## src/hdl/asst_pkg.sv

```systemverilog
// ----------------------------------------------------------------------------
// asst_pkg
// Shared types, codes and defaults for the appliance step sequencer.
// ----------------------------------------------------------------------------
package asst_pkg;

  // Default table depth.
  localparam int DEF_MAX_STEPS = 16;

  // Configuration register indexes.
  localparam logic [1:0] CFG_STEP_COUNT = 2'd0;
  localparam logic [1:0] CFG_DEBOUNCE   = 2'd1;
  localparam logic [1:0] CFG_SAMPLE     = 2'd2;

  // Configuration reset values.
  localparam logic [4:0]  STEP_COUNT_RESET = 5'd0;
  localparam logic [15:0] DEBOUNCE_RESET   = 16'd500;
  localparam logic [15:0] SAMPLE_RESET     = 16'd50;

  // Request codes.
  localparam logic [2:0] REQ_TICK  = 3'd0;
  localparam logic [2:0] REQ_LOAD  = 3'd1;
  localparam logic [2:0] REQ_START = 3'd2;
  localparam logic [2:0] REQ_CLEAR = 3'd3;
  localparam logic [2:0] REQ_RESET = 3'd4;

  // Step kinds.
  localparam logic [2:0] KIND_FILL  = 3'd0;
  localparam logic [2:0] KIND_HEAT  = 3'd1;
  localparam logic [2:0] KIND_WASH  = 3'd2;
  localparam logic [2:0] KIND_DRAIN = 3'd3;
  localparam logic [2:0] KIND_WAIT  = 3'd4;

  // Run phases as reported on the phase output.
  typedef enum logic [2:0] {
    PH_IDLE    = 3'd0,
    PH_RUN     = 3'd1,
    PH_FILLED  = 3'd2,
    PH_HEATED  = 3'd3,
    PH_WASHED  = 3'd4,
    PH_DRAINED = 3'd5,
    PH_ERROR   = 3'd6
  } phase_t;

  // Actuator enables.
  typedef struct packed {
    logic heat;
    logic pump;
    logic drain;
    logic fill;
  } drive_t;

  // One entry of the step table.
  typedef struct packed {
    logic [2:0]  kind;
    logic [31:0] duration;
  } step_entry_t;

  // Sequencer status after one request.
  typedef struct packed {
    drive_t drive;
    phase_t phase;
    logic   fault;
    logic   cycle_done;
    logic   clear_refused;
  } seq_status_t;

endpackage

```

## src/hdl/appliance_step_sequencer.sv

```systemverilog
// ----------------------------------------------------------------------------
// appliance_step_sequencer
// Wash-cycle step sequencer driven by millisecond tick requests.
// ----------------------------------------------------------------------------
// Every request produces exactly one result carrying the actuator enables,
// phase, step pointer, fault and debounced levels as they stand after that
// request. A request passes an input register and is then processed into
// the result register, so one request is taken per clock when the result
// side keeps up. The step table is a memory with a registered read port
// that always holds the entry at the current step pointer. Table entries
// must be loaded before a started cycle reaches them. Configuration writes
// take effect at once; the user must make them while no request is in
// flight, as the block itself does not enforce this.
module appliance_step_sequencer
  import asst_pkg::*;
#(
  parameter int MAX_STEPS = DEF_MAX_STEPS,
  parameter int PW        = $clog2(MAX_STEPS + 1)
) (
  input  logic          clk,
  input  logic          rst,
  // Configuration port.
  input  logic          cfg_write,
  input  logic [1:0]    cfg_index,
  input  logic [15:0]   cfg_data,
  // Request channel.
  input  logic          in_valid,
  output logic          in_ready,
  input  logic [2:0]    req_type,
  input  logic          raw_low_level,
  input  logic          raw_high_level,
  input  logic [3:0]    load_index,
  input  logic [2:0]    load_kind,
  input  logic [31:0]   load_duration_ms,
  // Result channel.
  output logic          out_valid,
  input  logic          out_ready,
  output logic          fill_valve,
  output logic          drain_valve,
  output logic          pump_on,
  output logic          heater_on,
  output logic [2:0]    phase,
  output logic [PW-1:0] current_step,
  output logic          fault_code,
  output logic          water_low_ok,
  output logic          water_high_ok,
  output logic          cycle_done,
  output logic          clear_refused
);

  localparam int AW = (MAX_STEPS > 1) ? $clog2(MAX_STEPS) : 1;

  logic [4:0]  step_count;
  logic [15:0] debounce_ms;
  logic [15:0] sample_interval_ms;

  logic        in_full;
  logic [2:0]  q_req;
  logic [1:0]  q_raw;
  logic [3:0]  q_index;
  step_entry_t q_entry;

  logic        go;
  logic        tick;
  logic        load_en;
  logic [1:0]  stable_next;
  logic [1:0]  stable_now;
  step_entry_t cur_entry;
  seq_status_t status_next;
  logic [PW-1:0] ptr_next;

  // Configuration registers.
  always_ff @(posedge clk) begin
    if (rst) begin
      step_count         <= STEP_COUNT_RESET;
      debounce_ms        <= DEBOUNCE_RESET;
      sample_interval_ms <= SAMPLE_RESET;
    end else if (cfg_write) begin
      unique case (cfg_index)
        CFG_STEP_COUNT: step_count <= cfg_data[4:0];
        CFG_DEBOUNCE:   debounce_ms <= cfg_data;
        CFG_SAMPLE:     sample_interval_ms <= cfg_data;
        default: begin
        end
      endcase
    end
  end

  // Handshake: process when a request is held and the result slot frees up.
  assign go       = in_full && (!out_valid || out_ready);
  assign in_ready = !in_full || go;
  assign tick     = go && (q_req == REQ_TICK);
  assign load_en  = go && (q_req == REQ_LOAD) && (32'(q_index) < 32'(MAX_STEPS));

  // Input register.
  always_ff @(posedge clk) begin
    if (rst) begin
      in_full <= 1'b0;
    end else if (in_ready) begin
      in_full <= in_valid;
    end
  end

  always_ff @(posedge clk) begin
    if (in_valid && in_ready) begin
      q_req            <= req_type;
      q_raw            <= {raw_high_level, raw_low_level};
      q_index          <= load_index;
      q_entry.kind     <= load_kind;
      q_entry.duration <= load_duration_ms;
    end
  end

  // Level switch debounce.
  asst_debounce u_debounce (
    .clk                (clk),
    .rst                (rst),
    .tick               (tick),
    .raw                (q_raw),
    .debounce_ms        (debounce_ms),
    .sample_interval_ms (sample_interval_ms),
    .stable_next        (stable_next)
  );

  // Levels before this request, taken from the result register.
  assign stable_now = {water_high_ok, water_low_ok};

  // Step table.
  asst_step_mem #(
    .DEPTH (MAX_STEPS),
    .AW    (AW)
  ) u_step_mem (
    .clk     (clk),
    .wr_en   (load_en),
    .wr_addr (AW'(q_index)),
    .wr_data (q_entry),
    .rd_addr (ptr_next[AW-1:0]),
    .rd_data (cur_entry)
  );

  // Run state.
  asst_sequencer #(
    .MAX_STEPS (MAX_STEPS),
    .PW        (PW)
  ) u_sequencer (
    .clk         (clk),
    .rst         (rst),
    .go          (go),
    .req         (q_req),
    .entry       (cur_entry),
    .step_count  (step_count),
    .stable_now  (stable_now),
    .stable_next (stable_next),
    .status_next (status_next),
    .ptr_next    (ptr_next)
  );

  // Result register. The level bits also serve as the debounced state view,
  // so they are reset along with the control state.
  always_ff @(posedge clk) begin
    if (rst) begin
      out_valid     <= 1'b0;
      water_low_ok  <= 1'b0;
      water_high_ok <= 1'b0;
    end else if (go) begin
      out_valid     <= 1'b1;
      water_low_ok  <= stable_next[0];
      water_high_ok <= stable_next[1];
    end else if (out_ready) begin
      out_valid <= 1'b0;
    end
  end

  always_ff @(posedge clk) begin
    if (go) begin
      fill_valve    <= status_next.drive.fill;
      drain_valve   <= status_next.drive.drain;
      pump_on       <= status_next.drive.pump;
      heater_on     <= status_next.drive.heat;
      phase         <= status_next.phase;
      current_step  <= ptr_next;
      fault_code    <= status_next.fault;
      cycle_done    <= status_next.cycle_done;
      clear_refused <= status_next.clear_refused;
    end
  end

endmodule

```

## src/hdl/asst_debounce.sv

```systemverilog
// ----------------------------------------------------------------------------
// asst_debounce
// Sampled debounce of the low and high level switches, advanced once per tick.
// ----------------------------------------------------------------------------
module asst_debounce
  import asst_pkg::*;
(
  input  logic        clk,
  input  logic        rst,
  input  logic        tick,
  input  logic [1:0]  raw,
  input  logic [15:0] debounce_ms,
  input  logic [15:0] sample_interval_ms,
  output logic [1:0]  stable_next
);

  logic [15:0] sample_timer;
  logic [15:0] sample_timer_next;
  logic [1:0]  last_raw;
  logic [1:0]  last_raw_next;
  logic [15:0] hold_count [2];
  logic [15:0] hold_count_next [2];
  logic [1:0]  stable;
  logic [15:0] timer_inc;
  logic [15:0] hold_inc [2];
  logic        sample;

  // Next debounce state for a tick; held otherwise.
  always_comb begin
    timer_inc = (sample_timer == 16'hFFFF) ? sample_timer : sample_timer + 16'd1;
    sample = (timer_inc >= sample_interval_ms);
    sample_timer_next = sample ? 16'd0 : timer_inc;
    last_raw_next = last_raw;
    stable_next = stable;
    for (int i = 0; i < 2; i++) begin
      hold_inc[i] = (hold_count[i] == 16'hFFFF) ? hold_count[i] : hold_count[i] + 16'd1;
      hold_count_next[i] = hold_inc[i];
      if (sample && (raw[i] != last_raw[i])) begin
        last_raw_next[i] = raw[i];
        hold_count_next[i] = 16'd0;
      end
      if (sample && (hold_count_next[i] > debounce_ms)) begin
        stable_next[i] = raw[i];
      end
    end
    if (!tick) begin
      sample_timer_next = sample_timer;
      last_raw_next = last_raw;
      stable_next = stable;
      hold_count_next[0] = hold_count[0];
      hold_count_next[1] = hold_count[1];
    end
  end

  // Debounce state registers.
  always_ff @(posedge clk) begin
    if (rst) begin
      sample_timer  <= 16'd0;
      last_raw      <= 2'b00;
      stable        <= 2'b00;
      hold_count[0] <= 16'd0;
      hold_count[1] <= 16'd0;
    end else begin
      sample_timer  <= sample_timer_next;
      last_raw      <= last_raw_next;
      stable        <= stable_next;
      hold_count[0] <= hold_count_next[0];
      hold_count[1] <= hold_count_next[1];
    end
  end

endmodule

```

## src/hdl/asst_step_mem.sv

```systemverilog
// ----------------------------------------------------------------------------
// asst_step_mem
// Step table memory: one write port, one registered read port with
// write-through so the read data always matches the addressed entry.
// ----------------------------------------------------------------------------
module asst_step_mem
  import asst_pkg::*;
#(
  parameter int DEPTH = DEF_MAX_STEPS,
  parameter int AW    = (DEPTH > 1) ? $clog2(DEPTH) : 1
) (
  input  logic          clk,
  input  logic          wr_en,
  input  logic [AW-1:0] wr_addr,
  input  step_entry_t   wr_data,
  input  logic [AW-1:0] rd_addr,
  output step_entry_t   rd_data
);

  step_entry_t mem [DEPTH];

  // Table write.
  always_ff @(posedge clk) begin
    if (wr_en) begin
      mem[wr_addr] <= wr_data;
    end
  end

  // Registered read, forwarding a write to the same entry.
  always_ff @(posedge clk) begin
    if (wr_en && (wr_addr == rd_addr)) begin
      rd_data <= wr_data;
    end else begin
      rd_data <= mem[rd_addr];
    end
  end

endmodule

```

## src/hdl/asst_sequencer.sv

```systemverilog
// ----------------------------------------------------------------------------
// asst_sequencer
// Run state of the wash cycle: phase, step pointer, elapsed time, drives and
// error, updated by one request per go.
// ----------------------------------------------------------------------------
module asst_sequencer
  import asst_pkg::*;
#(
  parameter int MAX_STEPS = DEF_MAX_STEPS,
  parameter int PW        = $clog2(MAX_STEPS + 1)
) (
  input  logic          clk,
  input  logic          rst,
  input  logic          go,
  input  logic [2:0]    req,
  input  step_entry_t   entry,
  input  logic [4:0]    step_count,
  input  logic [1:0]    stable_now,
  input  logic [1:0]    stable_next,
  output seq_status_t   status_next,
  output logic [PW-1:0] ptr_next
);

  phase_t      phase;
  logic [PW-1:0] ptr;
  logic [31:0] elapsed;
  drive_t      drive;
  logic        fault;

  phase_t      phase_next;
  logic [31:0] elapsed_next;
  drive_t      drive_next;
  logic        fault_next;
  logic        done_pulse;
  logic        refused;
  logic [31:0] count;
  logic [31:0] elapsed_inc;
  logic        wet;
  logic        full;
  logic        timed_out;
  logic        step_done;
  logic [PW-1:0] ptr_work;

  // Effective step count, clipped to the table depth.
  assign count = (32'(step_count) > 32'(MAX_STEPS)) ? 32'(MAX_STEPS) : 32'(step_count);

  // Request handling.
  always_comb begin
    phase_next   = phase;
    ptr_work     = ptr;
    elapsed_next = elapsed;
    drive_next   = drive;
    fault_next   = fault;
    done_pulse   = 1'b0;
    refused      = 1'b0;
    step_done    = 1'b0;
    wet          = stable_next[0];
    full         = stable_next[1];
    elapsed_inc  = (elapsed == 32'hFFFF_FFFF) ? elapsed : elapsed + 32'd1;
    timed_out    = (entry.duration != 32'd0) && (elapsed_inc >= entry.duration);

    unique case (req)
      REQ_TICK: begin
        elapsed_next = elapsed_inc;
        if (phase == PH_ERROR) begin
          drive_next = '0;
        end else if (phase == PH_IDLE) begin
          ptr_work = '0;
        end else if (32'(ptr) >= count) begin
          phase_next = PH_IDLE;
          ptr_work   = '0;
          done_pulse = 1'b1;
        end else if ((entry.kind == KIND_HEAT) && !wet) begin
          fault_next      = 1'b1;
          phase_next      = PH_ERROR;
          drive_next.heat = 1'b0;
        end else begin
          // Drive the step and check its end condition.
          case (entry.kind)
            KIND_FILL: begin
              drive_next.fill = 1'b1;
              if (wet || full || timed_out) begin
                step_done  = 1'b1;
                phase_next = PH_FILLED;
              end
            end
            KIND_HEAT: begin
              drive_next.heat = 1'b1;
              if (timed_out) begin
                step_done  = 1'b1;
                phase_next = PH_HEATED;
              end
            end
            KIND_WASH: begin
              drive_next.pump = 1'b1;
              if (timed_out) begin
                step_done  = 1'b1;
                phase_next = PH_WASHED;
              end
            end
            KIND_DRAIN: begin
              drive_next.drain = 1'b1;
              drive_next.pump  = 1'b1;
              if (!wet || timed_out) begin
                step_done  = 1'b1;
                phase_next = PH_DRAINED;
              end
            end
            KIND_WAIT: begin
              if (timed_out) begin
                step_done  = 1'b1;
                phase_next = PH_IDLE;
              end
            end
            default: begin
              // End and unknown kinds finish at once.
              step_done = 1'b1;
            end
          endcase
          if (step_done) begin
            drive_next   = '0;
            ptr_work     = ptr + PW'(1);
            elapsed_next = 32'd0;
          end
        end
      end
      REQ_START: begin
        if (phase == PH_IDLE) begin
          phase_next   = PH_RUN;
          ptr_work     = '0;
          elapsed_next = 32'd0;
        end
      end
      REQ_CLEAR: begin
        if (phase == PH_ERROR) begin
          if (fault && !stable_now[0]) begin
            refused = 1'b1;
          end else begin
            fault_next = 1'b0;
            phase_next = PH_IDLE;
            ptr_work   = '0;
          end
        end
      end
      REQ_RESET: begin
        phase_next = PH_IDLE;
        ptr_work   = '0;
        drive_next = '0;
        fault_next = 1'b0;
      end
      default: begin
        // Table loads are handled by the memory; unknown requests do nothing.
      end
    endcase
  end

  assign ptr_next                  = go ? ptr_work : ptr;
  assign status_next.drive         = drive_next;
  assign status_next.phase         = phase_next;
  assign status_next.fault         = fault_next;
  assign status_next.cycle_done    = done_pulse;
  assign status_next.clear_refused = refused;

  // Run state registers.
  always_ff @(posedge clk) begin
    if (rst) begin
      phase   <= PH_IDLE;
      ptr     <= '0;
      elapsed <= 32'd0;
      drive   <= '0;
      fault   <= 1'b0;
    end else if (go) begin
      phase   <= phase_next;
      ptr     <= ptr_work;
      elapsed <= elapsed_next;
      drive   <= drive_next;
      fault   <= fault_next;
    end
  end

endmodule

```

## config.mk

```make
export PLATFORM = sky130hd
export DESIGN_NAME = appliance_step_sequencer
export DESIGN_NICKNAME = d
export VERILOG_FILES = /design/src/hdl/asst_pkg.sv /design/src/hdl/appliance_step_sequencer.sv /design/src/hdl/asst_debounce.sv /design/src/hdl/asst_step_mem.sv /design/src/hdl/asst_sequencer.sv
export SDC_FILE = /design/constraint.sdc
export NUM_CORES = 1
export LEC_CHECK = 0
export BUFFER_PORTS_ARGS = -buffer_cell sky130_fd_sc_hd__buf_4
export CORE_MARGIN = 8
export CORE_UTILIZATION = 62
export CTS_CLUSTER_SIZE = 40
export DETAILED_ROUTE_END_ITERATION = 8
export PLACE_DENSITY = 0.79
export SYNTH_ARGS = -nofsm -noshare
export SYNTH_HDL_FRONTEND = slang
export SYNTH_SLANG_ARGS = --single-unit
```

## constraint.sdc

```tcl
create_clock -name clk -period 9 [get_ports clk]
set_clock_uncertainty 0.05 [all_clocks]
set_input_delay 0.45 -clock clk [delete_from_list [all_inputs] [get_ports clk]]
set_output_delay 0.45 -clock clk [all_outputs]
set_load 0.01 [all_outputs]
```

==> flow_metrics.env <==
export IMPL_clock_path_buffers=3
export IMPL_power_density_nw_per_um2=195
export IMPL_wl_um=80500
export IMPL_cp_required_ns=9.46
export IMPL_postCtsResizedCells=0
export IMPL_syn_inst=2173
export IMPL_crit_fanout=27
export IMPL_clock_fmax_mhz=125
export IMPL_postCtsSetupRepairBufs=0
export IMPL_pre_cts_ws_ns=1.20
export IMPL_clkLatencyLatePin_ns=0.63
export IMPL_async_flop_share_pct=0
export IMPL_nets=2473
export IMPL_final_core_util_pct=71.3
export IMPL_drc=0
export IMPL_endpoint_kind="flop"
export IMPL_grt_max_degree=95
export IMPL_num_rows=83
export IMPL_ir_worst_vdd_v=0.000182
export IMPL_worst_slack_ns=1.01
export IMPL_reg2reg_slack_ns=1.01
export IMPL_track_usage_pct=26.7
export IMPL_synth_nets=2330
export IMPL_slowest_stage="a21oi_2"
export IMPL_wl_met3_um=6820
export IMPL_hold_buffers=46
export IMPL_crit_type="reg -> reg"
export IMPL_synthAdderAreaFrac_pct=3.48
export IMPL_drive_gt1_share_pct=17.4
export IMPL_cts_root_buf="clkbuf_16"
export IMPL_grt_pass1_wl_um=121000
export IMPL_grt_antenna_before_repair=1
export IMPL_synth_warnings=0
export IMPL_fill_cells=3190
export IMPL_cpMostUsedCell="nor2_1"
export IMPL_arrival_ns=8.45
export IMPL_avgViaCountPerCell=6.62
export IMPL_wl_met1_um=29900
export IMPL_synth_edf_count=619
export IMPL_synthDistinctLibCells=73
export IMPL_worstMarginPinSlew_ns=1.17
export IMPL_die_w_um=244
export IMPL_dp_hpwl_um=44300
export IMPL_max_slew_margin_pct=21.5
export IMPL_worst_setup_path_start_kind="flop"
export IMPL_tns_ns=0
export IMPL_io_buffer_count=85
export IMPL_htree_levels=3
export IMPL_synthFlopType="edfxtp_1"
export IMPL_finalHoldViolations=0
export IMPL_wl_met2_um=40400
export IMPL_synth_largest_area_cell="edfxtp_1"
export IMPL_period_needed_ns=7.99
export IMPL_drt_iter0_drc=2354
export IMPL_num_antenna_cells=0
export IMPL_syn_cell_area_um2=32400
export IMPL_initial_utilization_pct=62.8
export IMPL_synth_mux_area_share_pct=10.3
export IMPL_numCtsBuffers=78
export IMPL_place_inst=2870
export IMPL_holdWs_ns=0.0480
export IMPL_final_cell_count_no_fill=3053
export IMPL_ant_nets=0
export IMPL_maxCapViolCount=0
export IMPL_ys_ff_latch=761
export IMPL_drv_slew=0
export IMPL_p_leak_nw=12.7
export IMPL_drtPass1Iterations=5
export IMPL_area_growth_pct=13.6
export IMPL_die_height_um=244
export IMPL_finalCritPeriodShare_pct=88.8
export IMPL_rsz0062_at_grt="no"
export IMPL_pin_count=86
export IMPL_numClockSinks=761
export IMPL_place_gp_congestion=0.929
export IMPL_synth_top_cell_area_share_pct=57.4
export IMPL_first_global_vias=20300
export IMPL_dr_total_vias=20200
export IMPL_synth_xor_area_share_pct=1.68
export IMPL_setup_violations=0
export IMPL_synth_compound_area_share_pct=7.49
export IMPL_synth_top_family_by_area="multiplexers"
export IMPL_cts_tree="yes"
export IMPL_core_area_um2=51500
export IMPL_run_status="completed"
export IMPL_synth_area_per_cell_um2=14.9
export IMPL_ys_top_cells_by_area="edfxtp_1 57%, mux4_2 10%, dfxtp_1 8.8%, ha_1 3.5%, nand2_1 2.4%"
export IMPL_ys_seq_area_share_pct=66.2
export IMPL_highest_layer="met4"
export IMPL_synth_simple_gate_area_share_pct=8.77
export IMPL_hold_path_class="in -> reg"
export IMPL_cts_clk_slew_worst_paths_ns=0.06
export IMPL_wl_per_cell_um=26.4
export IMPL_fp_dieArea_um2=59800
export IMPL_gr_total_overflow=0
export IMPL_slowest_delay_ns=0.88
==> kinds of logic (layout without fill, tap and decap cells) <==
| family | count (synthesis) | after routing |
|---|---|---|
| compound gates | 364 | 364 |
| xor+xnor | 62 | 62 |
| fa+ha+maj | 90 | 90 |
| buf+inv | 152 | 352 |
| flops | 761 | 761 |
| mux | 154 | 154 |
| simple gates | 590 | 590 |
==> critical path: cells and delay by family, from the launching register on <==
| kind | cells | cell delay, ns |
|---|---|---|
| simple gates | 16 | 3.60 |
| compound gates | 8 | 2.63 |
| fa+ha+maj | 2 | 0.70 |
| flops | 1 | 0.39 |
| buf+inv | 1 | 0.33 |
| xor+xnor | 1 | 0.17 |
==> power by group <==
group	switching [mW]	internal, mW
Clock	1.34	1.82
Combinational	0.0767	0.0580
Sequential	0.0475	3.83
Total	1.46	5.71
==> flip-flops by register name, indices dropped and copies added (netlist names), 16 cells and up, named ones only <==
name	flops
u_step_mem.mem	560
q_entry	35
u_debounce.hold_count	32
u_sequencer.elapsed	32
debounce_ms	16
sample_interval_ms	16
u_debounce.sample_timer	16
==> synthesized netlist by cell type, drive strengths merged (5+ instances only) <==
| master | n |
|---|---|
| o211ai | 8 |
| nor3b | 7 |
| ha | 90 |
| xor2 | 27 |
| edfxtp | 619 |
| nand2b | 37 |
| buf | 27 |
| a22o | 32 |
| nand2 | 204 |
| dfxtp | 142 |
| nor3 | 29 |
| nor2b | 14 |
| a221oi | 33 |
| and2 | 18 |
| a21o | 33 |
| xnor2 | 35 |
| nor4 | 11 |
| nand3 | 53 |
| a211oi | 11 |
| nand3b | 6 |
| a31oi | 15 |
| nand4 | 31 |
| nor2 | 121 |
| mux2i | 8 |
| and4 | 5 |
| inv | 47 |
| clkbuf | 77 |
| o21ai | 60 |
| or3 | 15 |
| a22oi | 9 |
| a21oi | 126 |
| and3 | 28 |
| o21a | 6 |
| mux4 | 143 |
==> routing by layer <==
metal | up-vias | global-route usage (%)
met5 | - | 0
met4 | 0 | 11.5
met3 | 233 | 4.98
met2 | 1212 | 45.4
met1 | 10000 | 33.3
li1 | 8740 | -
==> final cells by class <==
class	instances	area [µm²]	area share (%)
clock buffer	102	2170	5.90
clock inverter	35	332	0.902
inverter	48	180	0.490
multi-input combinational	1260	10400	28.3
sequential	761	21400	58.3
tap	680	851	2.32
timing repair buffer	167	1390	3.79
==> placed cells by master (no fill, tap or decap), drive strengths merged, types with 7 or more instances in the layout <==
master and count:
or3 15, edfxtp 619, a221oi 33, dfxtp 142, and3 28, a211oi 11, mux4 143, nor4 11
and2 18, a21oi 126, a22oi 9, xnor2 35, clkinv 28, a22o 32, nor3 29, nor2b 14
nand4 31, inv 50, nand2 204, o21ai 60, nor2 121, nand3 53, xor2 27, buf 121
a31oi 15, a21o 33, ha 90, nor3b 7, dlygate4sd3 46, o211ai 8, nand2b 37, mux2i 8
clkbuf 102
==> final timing paths <==
path         cells past startpoint                                    to                                     from
max                             28  u_sequencer.elapsed[14]$_SDFFE_PP0P_  u_debounce.sample_timer[4]$_SDFFE_PP0P_
min                              3    sample_interval_ms[9]$_SDFFE_PP0P_                              cfg_data[9]
max reg2reg                     28  u_sequencer.elapsed[14]$_SDFFE_PP0P_  u_debounce.sample_timer[4]$_SDFFE_PP0P_
min reg2reg                      2    sample_interval_ms[3]$_SDFFE_PP0P_       sample_interval_ms[3]$_SDFFE_PP0P_
==> through the flow <==
step           instance area [µm²]  total power [mW]
2_1_floorplan                32400              3.99
3_3_place_gp                 33800              4.06
3_5_place_dp                 33800              4.07
4_1_cts                      36700              7.20
5_1_grt                      36700              7.36
6_report                     36700              7.17
Note: power is estimated with default switching activity, not from simulation.
